$ cat src/slad_pkg.sv
// ============================================================================
// slad_pkg: shared definitions for the sequential list core
// Field widths, operation codes, status codes and the default store depth.
// ============================================================================
package slad_pkg;

    // Default number of entries in the list store.
    localparam int DEFAULT_DEPTH = 16;

    // Field widths of the input and result words.
    localparam int OP_W      = 2;
    localparam int VALUE_W   = 32;
    localparam int INDEX_W   = 4;
    localparam int STATUS_W  = 3;
    localparam int COUNT_W   = 5;
    localparam int REMOVED_W = 5;

    // Packed widths on the stream ports.
    localparam int S_TDATA_W = 40;
    localparam int M_TDATA_W = 48;

    // Operation codes.
    localparam logic [OP_W-1:0] OP_APPEND = 2'd0;
    localparam logic [OP_W-1:0] OP_DELETE = 2'd1;
    localparam logic [OP_W-1:0] OP_READ   = 2'd2;

    // Status codes.
    localparam logic [STATUS_W-1:0] ST_OK        = 3'd0;
    localparam logic [STATUS_W-1:0] ST_EMPTY     = 3'd1;
    localparam logic [STATUS_W-1:0] ST_NOT_FOUND = 3'd2;
    localparam logic [STATUS_W-1:0] ST_FULL      = 3'd3;
    localparam logic [STATUS_W-1:0] ST_RANGE     = 3'd4;

endpackage

$ cat src/slad_ram.sv
// ============================================================================
// slad_ram: generic single-port-write, single-port-read RAM
// One write and one read per cycle; the read data is registered.
// ============================================================================
module slad_ram #(
    parameter int WIDTH = 32,
    parameter int DEPTH = 16,
    parameter int AW    = (DEPTH > 1) ? $clog2(DEPTH) : 1
) (
    input  logic             aclk,
    input  logic             we,
    input  logic [AW-1:0]    waddr,
    input  logic [WIDTH-1:0] wdata,
    input  logic [AW-1:0]    raddr,
    output logic [WIDTH-1:0] rdata
);

    logic [WIDTH-1:0] mem [DEPTH];

    // Write port and registered read port.
    always_ff @(posedge aclk) begin
        if (we) begin
            mem[waddr] <= wdata;
        end
        rdata <= mem[raddr];
    end

endmodule

$ cat src/sequential_list_append_delete_core.sv
// ============================================================================
// sequential_list_append_delete_core: ordered list with append, delete-all, read
// Keeps the list in one RAM and walks it to remove all matching entries.
// ============================================================================
// From an accepted word to its result word, append, unused codes and refused
// operations go straight to S_DONE; a read passes through S_RD, then S_DONE; a
// delete walks S_DEL, reading each stored entry once through the single read
// port, then S_DONE, which waits until the output register is free. One word is
// in work at a time; the core returns to idle as the result enters the output register.
// Reset clears the entry count and control state; the store keeps its data.
module sequential_list_append_delete_core
    import slad_pkg::*;
#(
    parameter int DEPTH = slad_pkg::DEFAULT_DEPTH
) (
    input  logic                            aclk,
    input  logic                            aresetn,
    // Input channel.
    input  logic                            s_tvalid,
    output logic                            s_tready,
    // s_tdata: value [31:0], index [35:32], zero fill [39:36].
    input  logic [slad_pkg::S_TDATA_W-1:0]  s_tdata,
    // s_tuser: op [1:0].
    input  logic [slad_pkg::OP_W-1:0]       s_tuser,
    // Result channel.
    output logic                            m_tvalid,
    input  logic                            m_tready,
    // m_tdata: status [2:0], count [7:3], read_value [39:8], removed [44:40],
    // zero fill [47:45].
    output logic [slad_pkg::M_TDATA_W-1:0]  m_tdata
);

    localparam int AW = (DEPTH > 1) ? $clog2(DEPTH) : 1;
    localparam int CW = $clog2(DEPTH + 1);

    typedef enum logic [1:0] {
        S_IDLE,
        S_DEL,
        S_RD,
        S_DONE
    } state_t;

    state_t                 state_reg, state_next;
    logic [CW-1:0]          cnt_reg, cnt_next;
    logic [CW-1:0]          src_reg, src_next;
    logic [CW-1:0]          dst_reg, dst_next;
    logic                   pend_reg, pend_next;
    logic [VALUE_W-1:0]     val_reg, val_next;
    logic [STATUS_W-1:0]    status_reg, status_next;
    logic [VALUE_W-1:0]     rdval_reg, rdval_next;
    logic [CW-1:0]          removed_reg, removed_next;
    logic                   m_tvalid_reg, m_tvalid_next;
    logic [M_TDATA_W-1:0]   m_tdata_reg, m_tdata_next;

    logic                   ram_we;
    logic [AW-1:0]          ram_waddr;
    logic [VALUE_W-1:0]     ram_wdata;
    logic [AW-1:0]          ram_raddr;
    logic [VALUE_W-1:0]     ram_rdata;

    logic                   s_accept;
    logic [OP_W-1:0]        in_op;
    logic [VALUE_W-1:0]     in_value;
    logic [INDEX_W-1:0]     in_index;
    logic [AW+INDEX_W-1:0]  idx_ext;
    logic [CW+INDEX_W-1:0]  idx_cmp;
    logic [CW+INDEX_W-1:0]  cnt_cmp;
    logic [CW+COUNT_W-1:0]  cnt_out;
    logic [CW+REMOVED_W-1:0] rem_out;
    logic                   out_free;

    // Unpack the input word.
    assign in_op    = s_tuser;
    assign in_value = s_tdata[VALUE_W-1:0];
    assign in_index = s_tdata[VALUE_W+INDEX_W-1:VALUE_W];
    assign s_tready = (state_reg == S_IDLE);
    assign s_accept = s_tvalid && s_tready;
    assign out_free = !m_tvalid_reg || m_tready;

    // Widened views for index compares and field packing.
    assign idx_ext = {{AW{1'b0}}, in_index};
    assign idx_cmp = {{CW{1'b0}}, in_index};
    assign cnt_cmp = {{INDEX_W{1'b0}}, cnt_reg};
    assign cnt_out = {{COUNT_W{1'b0}}, cnt_reg};
    assign rem_out = {{REMOVED_W{1'b0}}, removed_reg};

    // Next-state logic, RAM accesses and result assembly.
    always_comb begin
        state_next    = state_reg;
        cnt_next      = cnt_reg;
        src_next      = src_reg;
        dst_next      = dst_reg;
        pend_next     = pend_reg;
        val_next      = val_reg;
        status_next   = status_reg;
        rdval_next    = rdval_reg;
        removed_next  = removed_reg;
        m_tvalid_next = m_tvalid_reg;
        m_tdata_next  = m_tdata_reg;
        ram_we        = 1'b0;
        ram_waddr     = cnt_reg[AW-1:0];
        ram_wdata     = in_value;
        ram_raddr     = idx_ext[AW-1:0];

        // The output register empties when the result word is taken.
        if (m_tvalid_reg && m_tready) begin
            m_tvalid_next = 1'b0;
        end

        unique case (state_reg)
            S_IDLE: begin
                if (s_accept) begin
                    val_next     = in_value;
                    status_next  = ST_OK;
                    rdval_next   = '0;
                    removed_next = '0;
                    state_next   = S_DONE;
                    unique case (in_op)
                        OP_APPEND: begin
                            if (cnt_reg >= CW'(DEPTH)) begin
                                status_next = ST_FULL;
                            end else begin
                                ram_we   = 1'b1;
                                cnt_next = cnt_reg + CW'(1);
                            end
                        end
                        OP_DELETE: begin
                            if (cnt_reg == '0) begin
                                status_next = ST_EMPTY;
                            end else begin
                                src_next   = '0;
                                dst_next   = '0;
                                pend_next  = 1'b0;
                                state_next = S_DEL;
                            end
                        end
                        OP_READ: begin
                            if (idx_cmp >= cnt_cmp) begin
                                status_next = ST_RANGE;
                            end else begin
                                state_next = S_RD;
                            end
                        end
                        default: begin
                            status_next = ST_OK;
                        end
                    endcase
                end
            end

            // Walk the stored entries: issue one read a cycle and write each
            // survivor back at the compacted position in the next cycle, when its data returns.
            S_DEL: begin
                ram_raddr = src_reg[AW-1:0];
                ram_waddr = dst_reg[AW-1:0];
                ram_wdata = ram_rdata;
                if (src_reg < cnt_reg) begin
                    src_next  = src_reg + CW'(1);
                    pend_next = 1'b1;
                end else begin
                    pend_next = 1'b0;
                end
                if (pend_reg && (ram_rdata != val_reg)) begin
                    ram_we   = 1'b1;
                    dst_next = dst_reg + CW'(1);
                end
                if ((src_reg == cnt_reg) && !pend_reg) begin
                    removed_next = cnt_reg - dst_reg;
                    cnt_next     = dst_reg;
                    status_next  = (cnt_reg == dst_reg) ? ST_NOT_FOUND : ST_OK;
                    state_next   = S_DONE;
                end
            end

            // Read data arrives in the cycle after the address is presented.
            S_RD: begin
                rdval_next = ram_rdata;
                state_next = S_DONE;
            end

            // Hand the result to the output register once it is free.
            S_DONE: begin
                if (out_free) begin
                    m_tvalid_next = 1'b1;
                    m_tdata_next  = {3'b000,
                                     rem_out[REMOVED_W-1:0],
                                     rdval_reg,
                                     cnt_out[COUNT_W-1:0],
                                     status_reg};
                    state_next    = S_IDLE;
                end
            end

            default: begin
                state_next = S_IDLE;
            end
        endcase
    end

    // State and registered outputs.
    always_ff @(posedge aclk) begin
        if (!aresetn) begin
            state_reg    <= S_IDLE;
            cnt_reg      <= '0;
            src_reg      <= '0;
            dst_reg      <= '0;
            pend_reg     <= 1'b0;
            m_tvalid_reg <= 1'b0;
        end else begin
            state_reg    <= state_next;
            cnt_reg      <= cnt_next;
            src_reg      <= src_next;
            dst_reg      <= dst_next;
            pend_reg     <= pend_next;
            m_tvalid_reg <= m_tvalid_next;
        end
        val_reg     <= val_next;
        status_reg  <= status_next;
        rdval_reg   <= rdval_next;
        removed_reg <= removed_next;
        m_tdata_reg <= m_tdata_next;
    end

    assign m_tvalid = m_tvalid_reg;
    assign m_tdata  = m_tdata_reg;

    // List store.
    slad_ram #(
        .WIDTH (VALUE_W),
        .DEPTH (DEPTH),
        .AW    (AW)
    ) u_store (
        .aclk  (aclk),
        .we    (ram_we),
        .waddr (ram_waddr),
        .wdata (ram_wdata),
        .raddr (ram_raddr),
        .rdata (ram_rdata)
    );

    // The count never exceeds the store depth.
    a_cnt_bound: assert property (@(posedge aclk) disable iff (!aresetn)
        cnt_reg <= CW'(DEPTH))
        else $error("entry count exceeds store depth");

    // Compaction never writes ahead of the read pointer.
    a_dst_behind: assert property (@(posedge aclk) disable iff (!aresetn)
        (state_reg == S_DEL) |-> (dst_reg <= src_reg))
        else $error("compaction write pointer passed read pointer");

    // The store is written only on append or during the delete walk.
    a_we_state: assert property (@(posedge aclk) disable iff (!aresetn)
        ram_we |-> ((state_reg == S_IDLE) || (state_reg == S_DEL)))
        else $error("store written outside append or delete");

    // A finished result is presented and the core returns to idle.
    a_done_out: assert property (@(posedge aclk) disable iff (!aresetn)
        ((state_reg == S_DONE) && out_free) |=> (m_tvalid_reg && (state_reg == S_IDLE)))
        else $error("result not presented after completion");

endmodule
$ cat config.mk
export PLATFORM = sky130hd
export DESIGN_NAME = sequential_list_append_delete_core
export DESIGN_NICKNAME = d
export VERILOG_FILES = /design/src/slad_pkg.sv /design/src/slad_ram.sv /design/src/sequential_list_append_delete_core.sv
export SDC_FILE = /design/constraint.sdc
export NUM_CORES = 1
export LEC_CHECK = 0
export BUFFER_PORTS_ARGS = -buffer_cell sky130_fd_sc_hd__buf_2
export CAP_MARGIN = 10
export CORE_MARGIN = 1
export CORE_UTILIZATION = 30
export CTS_CLUSTER_DIAMETER = 50
export DETAILED_ROUTE_END_ITERATION = 10
export GPL_ROUTABILITY_DRIVEN = 1
export HOLD_SLACK_MARGIN = 0.1
export PLACE_DENSITY = 0.55
export SYNTH_ARGS = -nofsm -noshare
export SYNTH_HDL_FRONTEND = slang
export SYNTH_HIERARCHICAL = 1
export SYNTH_SLANG_ARGS = --single-unit
$ cat constraint.sdc
create_clock -name aclk -period 5.7 [get_ports aclk]
set_input_delay 1.14 -clock aclk [delete_from_list [all_inputs] [get_ports aclk]]
set_output_delay 1.14 -clock aclk [all_outputs]
set_load 0.01 [all_outputs]
# After elaboration in Yosys (flattened, before gate mapping)
# Memory sizes are Yosys's and may differ from the RTL's. A register that Yosys moved wholly into a read port is not among the register bits.
# Cells that the tools add are included.
[word_totals]
register_bits = 136
latch_bits = 0
ramBits = 512
rom_bits = 0
in_bits = 46
output_inout_bits = 50
word_cells = 107
mem_count = 1
[op_classes]
n_addsub = 4
n_mul = 0
div_mod_pow = 0
n_lt_le_gt_ge = 3
eq_ne = 17
n_shift = 0
mux = 50
bitwise = 0
reduce_logical = 21
[memory_table]
columns = ["name", "words", "word_bits", "read_ports", "rd_clocked_by_memory_dff", "wr", "line_no", "text"]
rows = [
  ["u_store.mem", 16, 32, 1, 1, 1, "slad_ram.sv:18", "logic [WIDTH-1:0] mem [DEPTH];"],
]
[op_table]
columns = ["cell", "count"]
rows = [
  ["$mux 32", 2],
  ["$pmux 32 s2", 1],
  ["$mux 5", 11],
  ["$pmux 5 s2", 4],
  ["$ne 32x32->1", 1],
  ["$add 5x1->5 const B", 3],
  ["$mux 1", 15],
  ["$reduce_and 5->1", 3],
  ["$mux 2", 6],
  ["$ne 2x2->1 const B", 6],
  ["$eq 5x5->1", 2],
  ["$mux 3", 3],
  ["$pmux 3 s3", 1],
  ["$mux 4", 2],
  ["$pmux 2 s4", 1],
  ["$eq 2x2->1 const B", 3],
  ["$ne 2x1->1 const B", 3],
  ["$pmux 3 s2", 1],
  ["$reduce_and 2->1", 3],
  ["$reduce_and 3->1", 2],
  ["$ge 4x5->1", 1],
  ["$ge 5x5->1 const B", 1],
  ["$logic_not 5->1", 1],
  ["$lt 5x5->1", 1],
  ["10 further kinds", 18],
]

# Logic depth before layout (Yosys ltp)
# Gate-level depths: netlist of run 1.
[depth]
ltp_word = 7
mapped_depth = 12
mapped_depth_nobuf = 8

# Modules after synthesis
# Netlist of run 1, hierarchy kept.
[modules_own_cells]
columns = ["module", "instances", "cells_each", "area_per_inst_um2", "seq_area_each_um2"]
rows = [
  ["slad_ram", 1, 838, 19835.3, 16015.4],
  ["sequential_list_append_delete_core", 1, 457, 6226.0, 3893.7],
]

# Worst setup path before layout of run 1
# OpenSTA, ideal clock, no wires.
[synth_path]
path_kind = "in2reg"
startpoint = "input s_tuser[0] (netlist bit)"
endpoint = "memory u_store.mem[0][0], enable pin"
setup_time_ps = 461
arrival_time_ps = 4488
required_time_ps = 5239
setup_slack_ps = 751
stages = 6
path_buffers = 0
path_cell_list = "inv_1 ha_1 nand2_1 o21ai_0 or3b_2 nor3_1"
[synth_between]
elab_chain_len = 6
[synth_lines]
columns = ["element", "line_no", "text"]
rows = [
  ["start: declaration", "sequential_list_append_delete_core.sv:24", "input logic [slad_pkg::OP_W-1:0] s_tuser,"],
  ["$logic_not 2->1", "sequential_list_append_delete_core.sv:118", "unique case (in_op)"],
  ["$mux 1", "sequential_list_append_delete_core.sv:118", ""],
  ["$mux 1", "sequential_list_append_delete_core.sv:112", "if (s_accept) begin"],
  ["$pmux 1 s2", "sequential_list_append_delete_core.sv:110", "unique case (state_reg)"],
  ["net ram_we", "sequential_list_append_delete_core.sv:55", "logic ram_we;"],
  ["$mux 1", "slad_ram.sv:22", "if (we) begin"],
  ["$mux 1 (implied by the code)", "slad_ram.sv:23", "mem[waddr] <= wdata;"],
  ["end: declaration", "slad_ram.sv:18", ""],
]
# The timed path passes the listed nets, and every way through them passes these cells.

# Worst setup path after layout of run 1
[layout_path]
startpoint = "register state_reg[1]"
endpoint = "memory u_store.mem[7][12], enable pin"
[layout_between]
word_cells_on_any_way = 8
cone_classes = "eq/ne: 1; mux: 5; reduce/logical: 2"
[layout_lines]
columns = ["element", "line_no", "text"]
rows = [
  ["start: declaration", "sequential_list_append_delete_core.sv:43", "state_t state_reg, state_next;"],
  ["start signal: assignment", "sequential_list_append_delete_core.sv:210", "state_reg <= state_next;"],
  ["$eq 2x1->1", "sequential_list_append_delete_core.sv:110", ""],
  ["$mux 4", "sequential_list_append_delete_core.sv:110", ""],
  ["net ram_waddr[0]", "sequential_list_append_delete_core.sv:56", "logic [AW-1:0] ram_waddr;"],
]
# The timed path passes the listed nets, and every way through them passes these cells.

==> run metrics, run 1 <==
post-synthesis mux area share=12.69%; DRT antenna net count=0; Yosys top cell area share=72.48%; max reg flops=512; P_leak=9.906 nW; CTS tree=yes; Slew Limit Fails=0; Post-synth top cells=edfxtp_1, mux4_2, a22oi_1; pin slew with the least headroom to its limit=1.210 ns; gr ovfl total=0; WHS=0.4144 ns; clk slew on worst S/H paths=0.06 ns; Pwr Density=457.9 mW/mm²; most common cell in the synthesized netlist=edfxtp_1; clk root buf=clkbuf_16; max_slew headroom=18.49%; Cell Rows=107; H-tree Lvls=3; met3 WL post-DR=4094 µm; Die X=296.7 µm; routability cong.=0.7996; #FFs+latches synth=680; Synth cell types=56; Post-route DRC=0; Starting Density=30.46%; setup_tns=0 ns; VDD IR max=0.0002238 V; final WL=61,190 µm; setup violators final=0; Worst Hold Class=flop to flop; Simple-Gate Fraction of Synth Area=3.538%; Final Critical Period=3.975 ns; asr flop ratio synth=0%; met2 wire len=28,120 µm; Layout Nets=1,509; Metal-1 WL=28,080 µm; drt pass-1 iters=7; Setup Buffers After CTS=0; Longest Clk Path Bufs=3; post-synthesis sequential area ratio=76.39%; largest family of logic cells by synthesized area=multiplexers; count of input and output buffers=88; initial DRC count=1,156; largest net degree at the start of global routing=67; synthesized area=0.02606 mm²; Post-synth EDFFs=629; Worst EP required=5.97 ns; Fin. Hold Viols=0; Core ar.=0.08555 mm²; Mean Syn Cell Area=20.12 µm²; RSZ-0062 raised after global routing=false; I/O Pins=96; Vias=12,730; post-synthesis compound-gate area fraction=3.293%; cell taking the most area after synthesis=edfxtp_1; CP max FO=40; status=finished, final reports clean; Total GRT Usage=13.87%; Main synth FF type=edfxtp_1; CTS sink count=680; Post-Synth Adder-Cell Area=1.277%; Fmax=251.5 MHz; Max Used Layer=met5; YS warnings=6; fin crit share=69.75%; FILL cells=7,917; Syn Inst Count=1,295; Worst Clk Skew=0.02122 ns; Post-CTS Resized=0; DIE HEIGHT=296.7 µm; WL/cell=23.12 µm; first-pass GRT wire length=89,220 µm; die area=0.08805 mm²; synthesis-to-layout area growth=18.04%; Crit Path Class=flop to flop; via-per-instance ratio=4.808; arrival time worst endpoint=4.25 ns; share of post-route cells with drive strength above 1=28.76%; top cells by area, synth=edfxtp_1, mux4_2, dfxtp_1, a22oi_1, mux2_2; initial antenna violation count=5; Clock Latency Late Sink=0.61 ns; CTS hold repair buffers=0; Crit. End Element=flop; post-synthesis xor/xnor area fraction=1.344%; HPWL after DPL=34,700 µm; utilization after layout=35.96%; Max Cap Violations=0; number of global-route vias before repair=13,160; critical path launch point type=flop; total CTS buffers=78
[stage by stage]
step	area [µm²]	std cells	setup slack, ns	power [mW]
finish	30760	2647	1.725	14.09
floorplan	26070	1297	0.7512	8.222
global placement	28130	2501	1.541	9.169
global route	30760	2646	1.581	14.65
CTS	30760	2646	1.730	14.27
detailed placement	28130	2501	1.516	9.217
[cell type report]
cell class,count,area [µm²],share of cell area [%]
sequential,680,19910,64.72
multi-input combinational,533,5953,19.35
clock buffer,112,2203,7.163
tap,1144,1431,4.653
timing repair buffer,122,758.2,2.465
clock inverter,33,421.7,1.371
inverter,22,82.58,0.2684
antenna,1,2.502,0.008135
[kinds of logic after synthesis]
group	Yosys count
buf+inv	84
compound gates	116
flops	680
fa+ha+maj	26
other cells	1
mux	166
simple gates	182
xor+xnor	40
[layer usage]
metal  up-vias  GRT usage (%)
li1       5534              -
met1      6736          19.94
met2       381          21.40
met3        73          2.962
met4         2          3.245
met5         -              0
[critical path, cell delays in order, from the launching register on]
cell and delay [ns]:
dfxtp_1 0.37, inv_1 0.11, ha_4 0.35, o21ai_0 1.01, nand2_1 0.50, nor2_4 0.83
buf_4 0.45
[placed cells by master, fill, tap and decap left out, drive strengths merged, types with 33 or more instances in the layout]
cell type,Yosys,final
a22oi,64,64
and2,33,33
buf,37,122
clkbuf,25,112
dfxtp,51,51
edfxtp,629,629
mux2,36,36
mux4,128,128
nand2,58,58
nor2,39,39
xnor2,37,37
[where the power goes]
part           internal [mW]  switching [mW]  total, mW  leakage [nW]
Sequential              6.27           0.196       6.46          6.14
Combinational          0.929            1.67       2.60          2.51
Clock                   3.07            1.95       5.02          1.25
[final timing paths]
kind	to	slack (ns)	cells past startpoint	startpoint
worst min-delay path	m_tdata[15]	0.41	0	rdval_reg[7]
worst min register to register	m_tdata[15]	0.41	0	rdval_reg[7]
worst max register to register	u_store/mem[7][12]	1.72	6	state_reg[1]
worst max-delay path	u_store/mem[7][12]	1.72	6	state_reg[1]
No activity file was read; power rests on OpenSTA's default activity.
==> run 2: changes to the inputs <==
PLACE_DENSITY = 0.56   (was 0.55)
clock period = 3.4 ns   (was 5.7 ns; I/O delays follow)
==> run 2 against run 1 <==
  * Clock skew grew 0.011 ns
  * Global-route usage grew 0.50 points
  * Combinational power grew 79%
  * Die area is the same
==> run metrics, run 2 (synthesis gave the netlist of run 1 again) <==
Post-route DRC=0; critical path launch point type=flop; Cell Rows=107; Setup Buffers After CTS=0; Longest Clk Path Bufs=3; Core ar.=0.08555 mm²; Clock Latency Late Sink=0.63 ns; VDD IR max=0.0003760 V; CP max FO=9; status=finished, final reports clean; DIE HEIGHT=296.7 µm; pin slew with the least headroom to its limit=1.012 ns; Pwr Density=763.2 mW/mm²; number of global-route vias before repair=13,410; commonest cells after routing, fill and taps aside=edfxtp_1, mux4_2, buf_2; CTS hold repair buffers=0; Final Critical Period=3.204 ns; Die X=296.7 µm; Total GRT Usage=14.37%; Slew Limit Fails=0; routability cong.=0.7825; Fmax=312.1 MHz; H-tree Lvls=3; Post-CTS Resized=0; Worst Clk Skew=0.03222 ns; clk slew on worst S/H paths=0.06 ns; Starting Density=30.46%; CTS tree=yes; Vias=12,980; max_slew headroom=32.53%; Layout Nets=1,555; DRT antenna net count=0; Worst EP required=3.72 ns; initial DRC count=1,063; count of input and output buffers=88; Crit. End Element=flop; clk root buf=clkbuf_16; share of post-route cells with drive strength above 1=31.72%; total CTS buffers=79; Max Cap Violations=0; PnR worst setup slack=0.1959 ns; P_leak=10.34 nW; dpl ws=0.1240 ns; synthesis-to-layout area growth=21.90%; WL/cell=23.39 µm; initial antenna violation count=7; I/O Pins=96; arrival time worst endpoint=3.53 ns; Worst Hold Class=primary input to flop; setup violators final=0; fin crit share=94.24%; setup_tns=0 ns; gr ovfl total=0; Crit Path Class=flop to flop; Pwr Total=24.25 mW; first-pass GRT wire length=92,360 µm; die area=0.08805 mm²; HPWL after DPL=37,970 µm; drt pass-1 iters=7; RSZ-0062 raised after global routing=false; most common cell after layout, fill and taps aside=edfxtp_1; Fin. Hold Viols=0; largest net degree at the start of global routing=41; CTS sink count=680; via-per-instance ratio=4.818; final WL=63,030 µm; max reg flops=512
run 2: cell count changes in the layout (fill, tap and decap cells not counted), sizes merged, moves of 2 or more:
cell and change:
buf +45, bufinv +2, clkbuf -13, clkinv +10, clkinvlp -2, inv +4
run 2: report_power, final:
part           switching [mW]  total [mW]  internal (mW)
registers               0.320        10.8           10.5
logic                    2.87        4.65           1.78
clock network            3.46        8.78           5.32
total                    6.65        24.2           17.6
run 2: worst paths after layout:
check | start | to | slack, ns | cells past startpoint
setup / recovery | val_reg[22] | u_store/mem[0][22] | 0.20 | 11
hold / removal | s_tdata[23] | val_reg[23] | 0.24 | 1
setup reg to reg | val_reg[22] | u_store/mem[0][22] | 0.20 | 11
hold reg to reg | rdval_reg[7] | m_tdata[15] | 0.41 | 0
run 2: final cells by class:
type                            instances  area, µm²
Timing Repair Buffer                  167       1622
Tap cell                             1144       1431
Antenna cell                            2      5.005
Sequential cell                       680      19910
Fill cell                            7815      53780
Inverter                               22      82.58
Multi-Input combinational cell        533       5977
Clock buffer                           99       2155
Clock inverter                         47      588.1
run 2: metal layers:
layer / wire [µm] / global-route usage (%) / vias to the layer above
li1: - / - / 5634
met1: 28290 / 20.31 / 6842
met2: 29300 / 22.46 / 404
met3: 4105 / 3.050 / 100
met4: 1330 / 3.627 / 0
met5: 0 / 0 / -
run 2: worst max-delay path, cell delays in order, from the launching register on:
cell	delay, ns
edfxtp_1	0.38
xnor2_1	0.22
buf_4	0.18
nand4_1	0.14
nor4_1	0.07
buf_4	0.15
nand2_1	0.17
nand3_1	0.10
o21ai_0	0.29
or3b_2	0.64
nor3_4	0.29
buf_4	0.25
run 2: metrics by stage:
step | hold slack [ns] | instances | utilization [%] | area, µm²
finish | 0.2448 | 2694 | 37.14 | 31770
CTS | 0.2056 | 2692 | 37.13 | 31760
global placement | 0.4012 | 2546 | 33.92 | 29020
global route | 0.2100 | 2692 | 37.13 | 31760
detailed placement | 0.4045 | 2546 | 33.92 | 29020
floorplan | 0.4003 | 1297 | - | 26090
